===== src/rtl/sd_pkg.sv =====
package sd_pkg;

    localparam int BpmW      = 10;
    localparam int StepsW    = 5;
    localparam int IntervalW = 18;
    localparam int DenW      = 14;
    localparam int TimeW     = 32;
    localparam int IdxW      = 4;
    localparam int CfgIdxW   = 1;
    localparam int CfgDataW  = 10;

    localparam int TicksPerStepDef = 6;
    localparam int MainStepsDef    = 16;

    localparam int IntervalNum   = 240000;
    localparam int TempoReset    = 120;
    localparam int StepsReset    = 16;
    localparam int StepsMax      = 16;
    localparam int IntervalReset =
        (IntervalNum + TempoReset * StepsReset - 1) / (TempoReset * StepsReset);

    // register indexes on the configuration port
    localparam logic [CfgIdxW-1:0] CfgTempo = 1'b0;
    localparam logic [CfgIdxW-1:0] CfgSteps = 1'b1;

    // operation codes of an input beat
    localparam logic OpTick  = 1'b0;
    localparam logic OpStart = 1'b1;

    typedef struct packed {
        logic                 busy;
        logic [StepsW-1:0]    steps;
        logic [IntervalW-1:0] interval;
    } t_tempo_cfg;

    // x mod c for small x, by shifted compare and subtract
    function automatic logic [IdxW-1:0] f_wrap_mod(input logic [StepsW-1:0] x,
                                                   input logic [StepsW-1:0] c);
        logic [StepsW+IdxW-1:0] rem;
        logic [StepsW+IdxW-1:0] div;
        rem = (StepsW+IdxW)'(x);
        for (int k = IdxW; k >= 0; k--) begin
            div = (StepsW+IdxW)'(c) << k;
            if (rem >= div) begin
                rem = rem - div;
            end
        end
        return IdxW'(rem);
    endfunction

endpackage


===== src/rtl/sd_in_if.sv =====
interface sd_in_if import sd_pkg::*; ();
    logic             valid;
    logic             ready;
    logic             operation;
    logic [TimeW-1:0] now_ms;

    modport source (output valid, operation, now_ms, input ready);
    modport sink   (input valid, operation, now_ms, output ready);
endinterface


===== src/rtl/sd_out_if.sv =====
interface sd_out_if import sd_pkg::*; ();
    logic            valid;
    logic            ready;
    logic            main_step_fired;
    logic [IdxW-1:0] main_step_index;
    logic            custom_step_fired;
    logic [IdxW-1:0] custom_step_index;

    modport source (output valid, main_step_fired, main_step_index,
                    custom_step_fired, custom_step_index, input ready);
    modport sink   (input valid, main_step_fired, main_step_index,
                    custom_step_fired, custom_step_index, output ready);
endinterface


===== src/rtl/sd_tempo.sv =====
module sd_tempo import sd_pkg::*; (
    input  logic                i_clk,
    input  logic                i_rst_n,
    input  logic                i_cfg_we,
    input  logic [CfgIdxW-1:0]  i_cfg_index,
    input  logic [CfgDataW-1:0] i_cfg_data,
    output t_tempo_cfg          o_cfg
);

    localparam logic [1:0] StIdle = 2'd0;
    localparam logic [1:0] StLoad = 2'd1;
    localparam logic [1:0] StDiv  = 2'd2;
    localparam logic [1:0] StDone = 2'd3;
    localparam int         CntW   = $clog2(IntervalW);

    logic [BpmW-1:0]      r_bpm,      n_bpm;
    logic [StepsW-1:0]    r_steps,    n_steps;
    logic [IntervalW-1:0] r_interval, n_interval;
    logic [1:0]           r_state,    n_state;
    logic [CntW-1:0]      r_cnt,      n_cnt;
    logic [DenW-1:0]      r_den,      n_den;
    logic [DenW-1:0]      r_rem,      n_rem;
    logic [IntervalW-1:0] r_quo,      n_quo;

    logic [BpmW-1:0]   bpm_eff;
    logic [StepsW-1:0] steps_wr;
    logic [DenW:0]     trial;

    assign bpm_eff = (r_bpm == '0) ? BpmW'(1) : r_bpm;
    assign trial   = {r_rem, r_quo[IntervalW-1]};

    always_comb begin
        steps_wr = i_cfg_data[StepsW-1:0];
        if (steps_wr == '0) begin
            steps_wr = StepsW'(1);
        end else if (steps_wr > StepsW'(StepsMax)) begin
            steps_wr = StepsW'(StepsMax);
        end
    end

    always_comb begin
        n_bpm      = r_bpm;
        n_steps    = r_steps;
        n_interval = r_interval;
        n_state    = r_state;
        n_cnt      = r_cnt;
        n_den      = r_den;
        n_rem      = r_rem;
        n_quo      = r_quo;

        case (r_state)
            StLoad: begin
                n_den   = DenW'(bpm_eff) * DenW'(r_steps);
                n_rem   = '0;
                n_quo   = IntervalW'(IntervalNum);
                n_cnt   = '0;
                n_state = StDiv;
            end
            StDiv: begin
                // restoring division, one quotient bit a cycle
                if (trial >= {1'b0, r_den}) begin
                    n_rem = DenW'(trial - {1'b0, r_den});
                    n_quo = {r_quo[IntervalW-2:0], 1'b1};
                end else begin
                    n_rem = trial[DenW-1:0];
                    n_quo = {r_quo[IntervalW-2:0], 1'b0};
                end
                n_cnt = r_cnt + 1'b1;
                if (r_cnt == CntW'(IntervalW - 1)) begin
                    n_state = StDone;
                end
            end
            StDone: begin
                // round up when the division leaves a remainder
                n_interval = r_quo + IntervalW'(r_rem != '0);
                n_state    = StIdle;
            end
            default: begin
                n_state = StIdle;
            end
        endcase

        if (i_cfg_we) begin
            case (i_cfg_index)
                CfgTempo: begin
                    n_bpm   = i_cfg_data[BpmW-1:0];
                    n_state = StLoad;
                end
                CfgSteps: begin
                    n_steps = steps_wr;
                    n_state = StLoad;
                end
                default: begin
                end
            endcase
        end
    end

    always_ff @(posedge i_clk) begin
        if (!i_rst_n) begin
            r_bpm      <= BpmW'(TempoReset);
            r_steps    <= StepsW'(StepsReset);
            r_interval <= IntervalW'(IntervalReset);
            r_state    <= StIdle;
            r_cnt      <= '0;
        end else begin
            r_bpm      <= n_bpm;
            r_steps    <= n_steps;
            r_interval <= n_interval;
            r_state    <= n_state;
            r_cnt      <= n_cnt;
        end
        r_den <= n_den;
        r_rem <= n_rem;
        r_quo <= n_quo;
    end

    assign o_cfg.busy     = (r_state != StIdle);
    assign o_cfg.steps    = r_steps;
    assign o_cfg.interval = r_interval;

endmodule


===== src/rtl/sd_step.sv =====
module sd_step import sd_pkg::*; #(
    parameter int TICKS_PER_STEP = TicksPerStepDef,
    parameter int MAIN_STEPS     = MainStepsDef
) (
    input  logic       i_clk,
    input  logic       i_rst_n,
    input  t_tempo_cfg i_cfg,
    input  logic       i_cfg_we,
    sd_in_if.sink      i_in,
    sd_out_if.source   o_out
);

    localparam int PreW  = $clog2(TICKS_PER_STEP + 1);
    localparam int MainW = $clog2(MAIN_STEPS);

    logic             r_in_valid;
    logic             r_in_op;
    logic [TimeW-1:0] r_in_now;

    logic [PreW-1:0]  r_pre,   n_pre;
    logic [MainW-1:0] r_main,  n_main;
    logic [TimeW-1:0] r_last,  n_last;
    logic [IdxW-1:0]  r_cidx,  n_cidx;

    logic             r_out_valid;
    logic             r_out_mfire;
    logic [IdxW-1:0]  r_out_midx;
    logic             r_out_cfire;
    logic [IdxW-1:0]  r_out_cidx;

    logic             accept;
    logic             advance;
    logic             main_fire;
    logic             cust_fire;
    logic [TimeW-1:0] elapsed;

    assign advance    = r_in_valid && (!r_out_valid || o_out.ready);
    // hold off new beats while the interval is being recomputed
    assign i_in.ready = (!r_in_valid || advance) && !i_cfg.busy && !i_cfg_we;
    assign accept     = i_in.valid && i_in.ready;
    assign elapsed    = r_in_now - r_last;

    always_comb begin
        n_pre     = r_pre;
        n_main    = r_main;
        n_last    = r_last;
        n_cidx    = r_cidx;
        main_fire = 1'b0;
        cust_fire = 1'b0;
        if (advance) begin
            if (r_in_op == OpStart) begin
                n_last = r_in_now;
                n_cidx = '0;
            end else begin
                if (r_pre == PreW'(TICKS_PER_STEP - 1)) begin
                    n_pre     = '0;
                    n_main    = (r_main == MainW'(MAIN_STEPS - 1)) ? '0 : r_main + 1'b1;
                    main_fire = 1'b1;
                end else begin
                    n_pre = r_pre + 1'b1;
                end
                if (elapsed >= TimeW'(i_cfg.interval)) begin
                    n_last    = r_in_now;
                    // index may be stale after the step count shrank
                    n_cidx    = f_wrap_mod(StepsW'({1'b0, r_cidx}) + 1'b1, i_cfg.steps);
                    cust_fire = 1'b1;
                end
            end
        end
    end

    always_ff @(posedge i_clk) begin
        if (!i_rst_n) begin
            r_in_valid  <= 1'b0;
            r_out_valid <= 1'b0;
            r_pre       <= '0;
            r_main      <= '0;
            r_last      <= '0;
            r_cidx      <= '0;
        end else begin
            if (accept) begin
                r_in_valid <= 1'b1;
            end else if (advance) begin
                r_in_valid <= 1'b0;
            end
            if (advance) begin
                r_out_valid <= 1'b1;
            end else if (o_out.ready) begin
                r_out_valid <= 1'b0;
            end
            r_pre  <= n_pre;
            r_main <= n_main;
            r_last <= n_last;
            r_cidx <= n_cidx;
        end
        if (accept) begin
            r_in_op  <= i_in.operation;
            r_in_now <= i_in.now_ms;
        end
        if (advance) begin
            r_out_mfire <= main_fire;
            r_out_midx  <= IdxW'(n_main);
            r_out_cfire <= cust_fire;
            r_out_cidx  <= n_cidx;
        end
    end

    assign o_out.valid             = r_out_valid;
    assign o_out.main_step_fired   = r_out_mfire;
    assign o_out.main_step_index   = r_out_midx;
    assign o_out.custom_step_fired = r_out_cfire;
    assign o_out.custom_step_index = r_out_cidx;

endmodule


===== src/rtl/step_sequencer_clock_divider.sv =====
// Step sequencer clock divider: every input beat is a clock tick or a start event with a
// millisecond timestamp, and yields exactly one result beat. Ticks drive a prescaler of
// TICKS_PER_STEP that advances the main step index modulo MAIN_STEPS; a custom step index
// advances modulo the step count once ceil(240000 / (bpm * steps)) ms have passed since its
// last step. One beat is taken every clock cycle while the output takes results and the
// interval is not being recomputed; beats pass an input and an output register, and a
// stalled output holds the input register and so stops further beats. A write to either
// register restarts a bit-serial divider for the interval; the input is held off in the
// write cycle and while the divider loads, yields 18 quotient bits one a cycle and rounds.
module step_sequencer_clock_divider import sd_pkg::*; #(
    parameter int TICKS_PER_STEP = TicksPerStepDef,
    parameter int MAIN_STEPS     = MainStepsDef
) (
    input  logic                i_clk,
    input  logic                i_rst_n,
    input  logic                i_cfg_we,
    input  logic [CfgIdxW-1:0]  i_cfg_index,
    input  logic [CfgDataW-1:0] i_cfg_data,
    sd_in_if.sink               i_in,
    sd_out_if.source            o_out
);

    t_tempo_cfg tempo_cfg;

    sd_tempo u_tempo (
        .i_clk       (i_clk),
        .i_rst_n     (i_rst_n),
        .i_cfg_we    (i_cfg_we),
        .i_cfg_index (i_cfg_index),
        .i_cfg_data  (i_cfg_data),
        .o_cfg       (tempo_cfg)
    );

    sd_step #(
        .TICKS_PER_STEP (TICKS_PER_STEP),
        .MAIN_STEPS     (MAIN_STEPS)
    ) u_step (
        .i_clk    (i_clk),
        .i_rst_n  (i_rst_n),
        .i_cfg    (tempo_cfg),
        .i_cfg_we (i_cfg_we),
        .i_in     (i_in),
        .o_out    (o_out)
    );

endmodule


===== src/flat_wrapper.sv =====
// flat-port wrapper written by rule: the top's interface ports become plain ports
module step_sequencer_clock_divider_flat import sd_pkg::*;
#(
    parameter int TICKS_PER_STEP = TicksPerStepDef,
    parameter int MAIN_STEPS     = MainStepsDef
)
  (i_clk, i_rst_n, i_cfg_we, i_cfg_index, i_cfg_data, i_in_valid, i_in_operation, i_in_now_ms, i_in_ready, o_out_valid, o_out_main_step_fired, o_out_main_step_index, o_out_custom_step_fired, o_out_custom_step_index, o_out_ready);
  sd_in_if i_in_i ();
  sd_out_if o_out_i ();
  input  logic i_clk;
  input  logic i_rst_n;
  input  logic i_cfg_we;
  input  logic [CfgIdxW-1:0] i_cfg_index;
  input  logic [CfgDataW-1:0] i_cfg_data;
  input wire logic [$bits(i_in_i.valid)-1:0] i_in_valid;
  input wire logic [$bits(i_in_i.operation)-1:0] i_in_operation;
  input wire logic [$bits(i_in_i.now_ms)-1:0] i_in_now_ms;
  output wire logic [$bits(i_in_i.ready)-1:0] i_in_ready;
  output wire logic [$bits(o_out_i.valid)-1:0] o_out_valid;
  output wire logic [$bits(o_out_i.main_step_fired)-1:0] o_out_main_step_fired;
  output wire logic [$bits(o_out_i.main_step_index)-1:0] o_out_main_step_index;
  output wire logic [$bits(o_out_i.custom_step_fired)-1:0] o_out_custom_step_fired;
  output wire logic [$bits(o_out_i.custom_step_index)-1:0] o_out_custom_step_index;
  input wire logic [$bits(o_out_i.ready)-1:0] o_out_ready;
  assign i_in_i.valid = i_in_valid;
  assign i_in_i.operation = i_in_operation;
  assign i_in_i.now_ms = i_in_now_ms;
  assign i_in_ready = i_in_i.ready;
  assign o_out_valid = o_out_i.valid;
  assign o_out_main_step_fired = o_out_i.main_step_fired;
  assign o_out_main_step_index = o_out_i.main_step_index;
  assign o_out_custom_step_fired = o_out_i.custom_step_fired;
  assign o_out_custom_step_index = o_out_i.custom_step_index;
  assign o_out_i.ready = o_out_ready;
  step_sequencer_clock_divider #(.TICKS_PER_STEP(TICKS_PER_STEP), .MAIN_STEPS(MAIN_STEPS)) u_core (.i_clk(i_clk), .i_rst_n(i_rst_n), .i_cfg_we(i_cfg_we), .i_cfg_index(i_cfg_index), .i_cfg_data(i_cfg_data), .i_in(i_in_i), .o_out(o_out_i));
endmodule

===== config.mk =====
export PLATFORM = sky130hd
export DESIGN_NAME = step_sequencer_clock_divider_flat
export DESIGN_NICKNAME = d
export VERILOG_FILES = /design/src/rtl/sd_pkg.sv /design/src/rtl/sd_in_if.sv /design/src/rtl/sd_out_if.sv /design/src/rtl/sd_tempo.sv /design/src/rtl/sd_step.sv /design/src/rtl/step_sequencer_clock_divider.sv /design/src/flat_wrapper.sv
export SDC_FILE = /design/constraint.sdc
export NUM_CORES = 1
export LEC_CHECK = 0
export ABC_AREA = 1
export BUFFER_PORTS_ARGS = -buffer_cell sky130_fd_sc_hd__buf_4
export CAP_MARGIN = 10
export CORE_AREA = 4 4 263 136
export DETAILED_ROUTE_END_ITERATION = 6
export DIE_AREA = 0 0 267 140
export GPL_TIMING_DRIVEN = 0
export HOLD_SLACK_MARGIN = 0.12
export SYNTH_ARGS = -nofsm -noshare
export SYNTH_HDL_FRONTEND = slang
export SYNTH_SLANG_ARGS = --single-unit

===== constraint.sdc =====
create_clock -name i_clk -period 10.8 [get_ports i_clk]
set_clock_uncertainty 0.2 [all_clocks]
set_input_delay 0.54 -clock i_clk [delete_from_list [all_inputs] [get_ports i_clk]]
set_output_delay 0.54 -clock i_clk [all_outputs]
set_load 0.005 [all_outputs]

* Word-level counts from Yosys, hierarchy flattened
Cells that the tools add are included.
** Word-level totals
- Flip-flop bits (word level) :: 174
- Bits of input ports :: 49
- Output and inout port bits :: 12
- Logic and storage cells :: 120
** Operators by class
- Add/sub/neg operators :: 12
- $mul :: 1
- Magnitude comparators :: 8
- Equal/unequal tests :: 8
- Muxes and demuxes :: 44
- Bitwise logic cells :: 3
- Reduce and logical (&&, ||, !) cells :: 23
** Operators with widths (count)
- 9-bit 2-to-1 mux :: 16
- 32-bit 2-to-1 mux :: 2
- 18-bit one-hot mux with 2 select lines :: 1
- 32-bit by 18-bit greater-or-equal comparator with 1-bit output :: 1
- 4-bit 2-to-1 mux :: 8
- 32-bit subtractor :: 1
- 14-bit one-hot mux with 2 select lines :: 1
- 18-bit by 1-bit adder with 18-bit output :: 1
- 15-bit by 14-bit greater-or-equal comparator with 1-bit output :: 1
- 10-bit by 5-bit multiplier with 14-bit output :: 1
- 14-bit 2-to-1 mux :: 1
- 14-bit nonzero test :: 1
- 14-bit subtractor :: 1
- 10-bit logical NOT :: 1
- 10-bit 2-to-1 mux :: 1
- 5-bit 2-to-1 mux :: 2
- 5-bit one-hot mux with 2 select lines :: 1
- 2-bit nonzero test :: 5
- 5-bit by 9-bit greater-or-equal comparator with 1-bit output :: 1
- 9-bit by 5-bit greater-or-equal comparator with 1-bit output :: 1
- 9-bit by 6-bit greater-or-equal comparator with 1-bit output :: 1
- 9-bit by 7-bit greater-or-equal comparator with 1-bit output :: 1
- 9-bit by 8-bit greater-or-equal comparator with 1-bit output :: 1
- 5-bit by 9-bit subtractor with 9-bit output :: 1
- other kinds (27) :: 47

* Logic depth before layout (Yosys ltp)
- Depth after elaboration :: 26
- Mapped depth :: 53
- Mapped depth without buffers :: 53

* By module
Synthesis repeated with hierarchy kept, for this count alone.
** Unflattened totals
- Cell total of the unflattened synthesis :: 1834
- Area total of the unflattened synthesis :: 13376.6 sq um
** Modules (own cells, without submodules)
- sd_step :: instances 1, cells an instance 959, area an instance 7013.0 sq um, sequential area each 2192.1 sq um
- sd_tempo :: instances 1, cells an instance 875, area an instance 6363.6 sq um, sequential area each 2182.1 sq um

* Worst setup path before layout
No wires, ideal clock.
- Path kind :: register to register
- Start :: register u_core.u_step.r_cidx[0]
- End :: register u_core.u_step.r_out_cidx[0] (netlist: u_core.u_step.o_out.custom_step_index[0]), data pin
- Library setup time :: 253 ps
- Arrival time :: 6850 ps
- Data required time :: 10347 ps
- Setup slack :: 3497 ps
- Stages on the path, launching flop included :: 52
- Buffers on the path :: 0
- Clock period less this slack :: 7303 ps
- Path through :: dfxtp_1 -> ha_1 -> nand3_1 -> ha_1 -> nand3_1 -> o21ai_2 -> nand2_1 -> nand2_1 -> and2_1 -> inv_1 -> fa_1 -> o21ai_1 -> nand2_1 -> nand2_1 -> nor2_1 -> nand2_1 -> inv_1 -> or2_2 -> [... 16 more ...] -> inv_1 -> nand2_1 -> nand2_1 -> nand2_1 -> inv_1 -> ha_1 -> nand2_1 -> nor2_1 -> a211oi_1 -> o21bai_1 -> a21oi_1 -> nand3_1 -> nor2_4 -> nand2_1 -> nand2_1 -> nand2_1 -> nand2_1 -> nand2_1
** Between the ends
- Cells in the longest elaborated chain, start to end :: 26
- Elaborated cells on any way between the ends :: 31
- Classes of those cells :: add/sub: 6; order compare: 5; mux: 20
** RTL lines
- start: declaration :: line sd_step.sv:23 : logic [IdxW-1:0] r_cidx, n_cidx;
- start signal: assignment :: line sd_step.sv:94 : r_cidx <= n_cidx;
- 4-bit by 1-bit adder with 5-bit output :: line sd_step.sv:65 : n_cidx = f_wrap_mod(StepsW'({1'b0, r_cidx}) + 1'b1, i_cfg.steps);
- 5-bit by 9-bit subtractor with 9-bit output / 5-bit by 9-bit greater-or-equal comparator with 1-bit output (equally long branches) :: line sd_pkg.sv:45, sd_pkg.sv:44
- 9-bit 2-to-1 mux :: line sd_pkg.sv:44 : if (rem >= div) begin
- 9-bit 2-to-1 mux :: line sd_step.sv:62 : if (elapsed >= TimeW'(i_cfg.interval)) begin
- 9-bit 2-to-1 mux :: line sd_step.sv:51 : if (r_in_op == OpStart) begin
- 9-bit 2-to-1 mux :: line sd_step.sv:50 : if (advance) begin
- 9-bit by 8-bit subtractor with 9-bit output / 9-bit by 8-bit greater-or-equal comparator with 1-bit output (equally long branches) :: line sd_pkg.sv:45, sd_pkg.sv:44
- 9-bit 2-to-1 mux :: line sd_pkg.sv:44
- [... 11 more ...]
- 9-bit 2-to-1 mux :: line sd_step.sv:51
- 9-bit 2-to-1 mux :: line sd_step.sv:50
- 9-bit by 5-bit greater-or-equal comparator with 1-bit output / 4-bit subtractor (equally long branches) :: line sd_pkg.sv:44, sd_pkg.sv:45
- 4-bit 2-to-1 mux :: line sd_pkg.sv:44
- 4-bit 2-to-1 mux :: line sd_step.sv:62
- 4-bit 2-to-1 mux :: line sd_step.sv:51
- 4-bit 2-to-1 mux * :: line sd_step.sv:50
- via u_core.u_step.n_cidx[0] :: line sd_step.sv:23
- end signal: assignment :: line sd_step.sv:104 : r_out_cidx <= n_cidx;
- end: declaration :: line sd_step.sv:29 : logic [IdxW-1:0] r_out_cidx;
The timed path passes the listed nets; every way through them passes the cells marked *. The select of a mux whose other input is x is not followed.
A chain may end at the register's enable or synchronous reset.

* Worst setup path in the final report
- Start :: register u_core.u_tempo.r_steps[1]
- End :: register u_core.u_step.r_out_cidx[3] (netlist: u_core.u_step.o_out.custom_step_index[3]), data pin
** Between the ends
- Cells in the longest elaborated chain, start to end :: 25
- Elaborated cells on any way between the ends :: 30
- Classes of those cells :: add/sub: 5; order compare: 5; mux: 20
** RTL lines
- start: declaration :: line sd_tempo.sv:17 : logic [StepsW-1:0] r_steps, n_steps;
- start signal: assignment :: line sd_tempo.sv:102 : r_steps <= StepsW'(StepsReset);
- start signal: assignment :: line sd_tempo.sv:108 : r_steps <= n_steps;
- 5-bit by 9-bit subtractor with 9-bit output / 5-bit by 9-bit greater-or-equal comparator with 1-bit output (equally long branches) :: line sd_pkg.sv:45, sd_pkg.sv:44
- 9-bit 2-to-1 mux :: line sd_pkg.sv:44
- 9-bit 2-to-1 mux :: line sd_step.sv:62
- 9-bit 2-to-1 mux :: line sd_step.sv:51
- 9-bit 2-to-1 mux :: line sd_step.sv:50
- 9-bit by 8-bit subtractor with 9-bit output / 9-bit by 8-bit greater-or-equal comparator with 1-bit output (equally long branches) :: line sd_pkg.sv:45, sd_pkg.sv:44
- 9-bit 2-to-1 mux :: line sd_pkg.sv:44
- 9-bit 2-to-1 mux :: line sd_step.sv:62
- [... 10 more ...]
- 9-bit 2-to-1 mux :: line sd_step.sv:51
- 9-bit 2-to-1 mux :: line sd_step.sv:50
- 9-bit by 5-bit greater-or-equal comparator with 1-bit output / 4-bit subtractor (equally long branches) :: line sd_pkg.sv:44, sd_pkg.sv:45
- 4-bit 2-to-1 mux * :: line sd_pkg.sv:44
- 4-bit 2-to-1 mux * :: line sd_step.sv:62
- 4-bit 2-to-1 mux * :: line sd_step.sv:51
- 4-bit 2-to-1 mux * :: line sd_step.sv:50
- via u_core.u_step.n_cidx[3] :: line sd_step.sv:23
Marked as above.

==> results.md <==
- N_diodes: 0
- Main area contributors after synthesis: edfxtp_1 (21%), dfxtp_1 (14%), ha_1 (12%), nand2_1 (9.3%), inv_1 (9.0%)
- RSZ-0062 raised after global routing: no
- Share of cells above drive strength 1: 0.0732
- Largest net degree at the start of global routing: 39
- Die Area: 37400 um2
- GPL Wtd Cong: 0.955
- Final Core Density: 0.432
- Worst hold path class: in -> reg
- Fin. Hold Viols: 0
- Post-synth EDFFs: 89
- Post-CTS Hold Fix Bufs: 38
- Post-Place Worst Slack: 2.01 ns
- Yosys top cell area share: 0.212
- Max transition margin: 0.409
- Initial antenna violation count: 0
- Ys async rst share: 0
- CP Launch Type: flip-flop
- Detail Route Antenna Nets: 0
- Max Freq: 0.111 GHz
- Worst-path clk slew: 0.07 ns
- Pwr/cell area: 130 nW/um2
- CP peak stage delay: 0.63 ns
- Critical path class: reg -> reg
- Synth warn: 0
- Status: finished clean
- Final slew viol count: 0
- Via/cell ratio: 4.97
- Layout area overhead: 15.9%
- Wire per inst: 15.5 um
- Fin crit period: 9.03 ns
- Sequential share of the synthesized area: 0.348
- Initial Util: 0.373
- Commonest cells in the netlist: nand2_1 (312), inv_1 (301), nor2_1 (179)
- Final WS setup: 1.77 ns
- TritonCTS Buffers: 17
- Post-CTS Setup Inserts: 0
- WL final: 34.6 mm
- Setup violators final: 0
- Worst r2r src: u_core.u_tempo.r_steps[1]
- Worst setup startpoint: u_core.u_tempo.r_steps[1]
- CTS sink cnt: 174
- Hold Startpoint: i_cfg_data[2]
- Drt pass-1 iters: 5
- Via count: 11056
- CTS tree: done
- Max-Cap Viols: 0
- Post-synth top flop: edfxtp_1
- Core box area: 33800 um2
- CP most frequent cell: nand2_1
- Clock root cell: clkbuf_16
- Synth cell types: 50
- CP max stage cell: dfxtp_1
- DRC: 0
- Hold Slack: 0.154 ns
- Slew @ Worst Pin: 0.887 ns
- Total negative slack: 0 ns
- Hpwl dp: 27.9 mm
- Vias in the first global route: 10229
- Synth area leader: edfxtp_1
- Final Non-Filler Cells: 2225
- Synthesized cell area: 12600 um2
- Worst-Skew Late Latency: 0.45 ns
- CTS Buffer Depth: 2
- Crit path max fanout: 10
- All-layer global routing usage: 0.188
- Die width: 267 um
- CP endpoint kind: flip-flop
- CTS H-tree depth: 4
- First-pass GRT wire length: 55.3 mm
- Placed insts: 2155
- Ports: 61
- I/O Buffers: 60
- Fin nets: 1957
- Congestion Overflow GR: 0
- Placed cell areas: 13600 um2
- Peak supply drop: 0.104 mV
- Leakage: 6.86 nW
- Syn avg cell area: 7.66 um2
- Crit path DAT: 9.14 ns
- Total power: 1.90 mW
- Fill cells: 3401
- FP Rows: 48
- Post-synthesis instance total: 1644
- PostCTS Resize Cnt: 0
- Yosys reg bits: 174
- Final worst-path cycle share: 0.836
- DRT iter0 DRCs: 1140
- Syn_nets: 1839
- Most frequent cell after synthesis: nand2_1
- Die height: 140 um
- Final Cell Area: 14600 um2
- Required time worst endpoint: 10.91 ns
[path summary, 6_finish.rpt]
check | to | slack, ns | cells past startpoint
hold reg to reg | u_core.u_tempo.r_interval[5] | 0.27 | 2
hold / removal | u_core.u_tempo.r_bpm[2] | 0.15 | 3
setup / recovery | u_core.u_step.o_out.custom_step_index[3] | 1.77 | 48
setup reg to reg | u_core.u_step.o_out.custom_step_index[3] | 1.77 | 48
[cells by family (layout without fill, tap and decap cells)]
family / count (synthesis) / count (layout) / synth area share
buffers and inverters: 333 / 464 / 0.103
flip-flops: 174 / 174 / 0.348
AND/OR/NAND/NOR: 648 / 648 / 0.220
adder cells (fa/ha/maj): 146 / 146 / 0.162
XOR/XNOR: 68 / 68 / 0.0473
AO/OA/AOI/OAI: 275 / 275 / 0.120
[worst max-delay path: cells and delay by family (launching register included)]
| kind | cells | cell delay [ns] |
|---|---|---|
| buffers and inverters | 7 | 1.19 |
| and+or+nand+nor | 23 | 2.79 |
| adders and majority gates | 5 | 1.63 |
| DFF | 1 | 0.63 |
| AOI/OAI and AO/OA | 13 | 2.48 |
[registers in the layout, indices dropped and copies added, names as in the netlist]
register and count:
u_core.u_tempo.r_den 14, u_core.u_step.r_cidx 4, u_core.u_tempo.r_state 2, u_core.u_step.r_last 32, u_core.u_tempo.r_quo 18, u_core.u_step.r_in_now 32, u_core.u_step.r_in_op 1, u_core.u_tempo.r_cnt 5
u_core.u_step.o_out.main_step_index 4, u_core.u_step.r_in_valid 1, u_core.u_step.r_pre 3, u_core.u_step.o_out.valid 1, u_core.u_tempo.r_rem 14, u_core.u_tempo.r_steps 5, u_core.u_step.o_out.custom_step_index 4, u_core.u_step.r_main 4
u_core.u_tempo.r_interval 18, u_core.u_tempo.r_bpm 10, u_core.u_step.o_out.main_step_fired 1, u_core.u_step.o_out.custom_step_fired 1
[where the power goes]
group          total [mW]  internal [mW]  switching (mW)
Clock               0.624          0.332           0.292
Sequential          0.754          0.730          0.0239
Combinational       0.519          0.194           0.325
Total                1.90           1.26           0.641
[per-layer routing]
metal | vias up | GRT usage | share of wire
met2 | 403 | 0.233 | 0.35
li1 | 5551 | - | -
met1 | 5076 | 0.304 | 0.53
met3 | 26 | 0.0614 | 0.10
met4 | 0 | 0.0439 | 0.014
met5 | - | 0 | 0
[cell type report]
type	count	area, um2	area share
tap	450	563	0.0386
timing repair buffer	99	858	0.0588
sequential	174	4370	0.300
multi-input combinational	1137	6920	0.474
buffer	28	151	0.0104
clock inverter	12	128	0.00875
inverter	305	1150	0.0786
clock buffer	20	447	0.0306
[cells in the final DEF, fill, tap and decap left out, types with 3 or more instances in the layout]
| cell type | n |
|---|---|
| nor2_2 | 8 |
| nor2_4 | 4 |
| a211oi_1 | 3 |
| nand4_1 | 24 |
| clkbuf_16 | 17 |
| nand3b_1 | 5 |
| dfxtp_1 | 85 |
| nand2_1 | 312 |
| clkbuf_1 | 22 |
| nor2_1 | 178 |
| o221ai_1 | 3 |
| buf_6 | 6 |
| nor4_1 | 5 |
| o21bai_1 | 10 |
| nor3_1 | 25 |
| o21ai_1 | 12 |
| inv_1 | 301 |
| fa_1 | 29 |
| o211ai_1 | 6 |
| a21o_1 | 7 |
| or2_2 | 10 |
| xor2_1 | 53 |
| xnor2_1 | 15 |
| edfxtp_1 | 89 |
| ha_1 | 116 |
| inv_8 | 4 |
| o21a_1 | 4 |
| o21ai_0 | 98 |
| buf_4 | 60 |
| a31oi_1 | 5 |
| and2_1 | 4 |
| a21oi_1 | 117 |
| clkinv_4 | 3 |
| dlygate4sd3_1 | 38 |
| nand3_1 | 65 |
(Power assumes the default switching activity.)
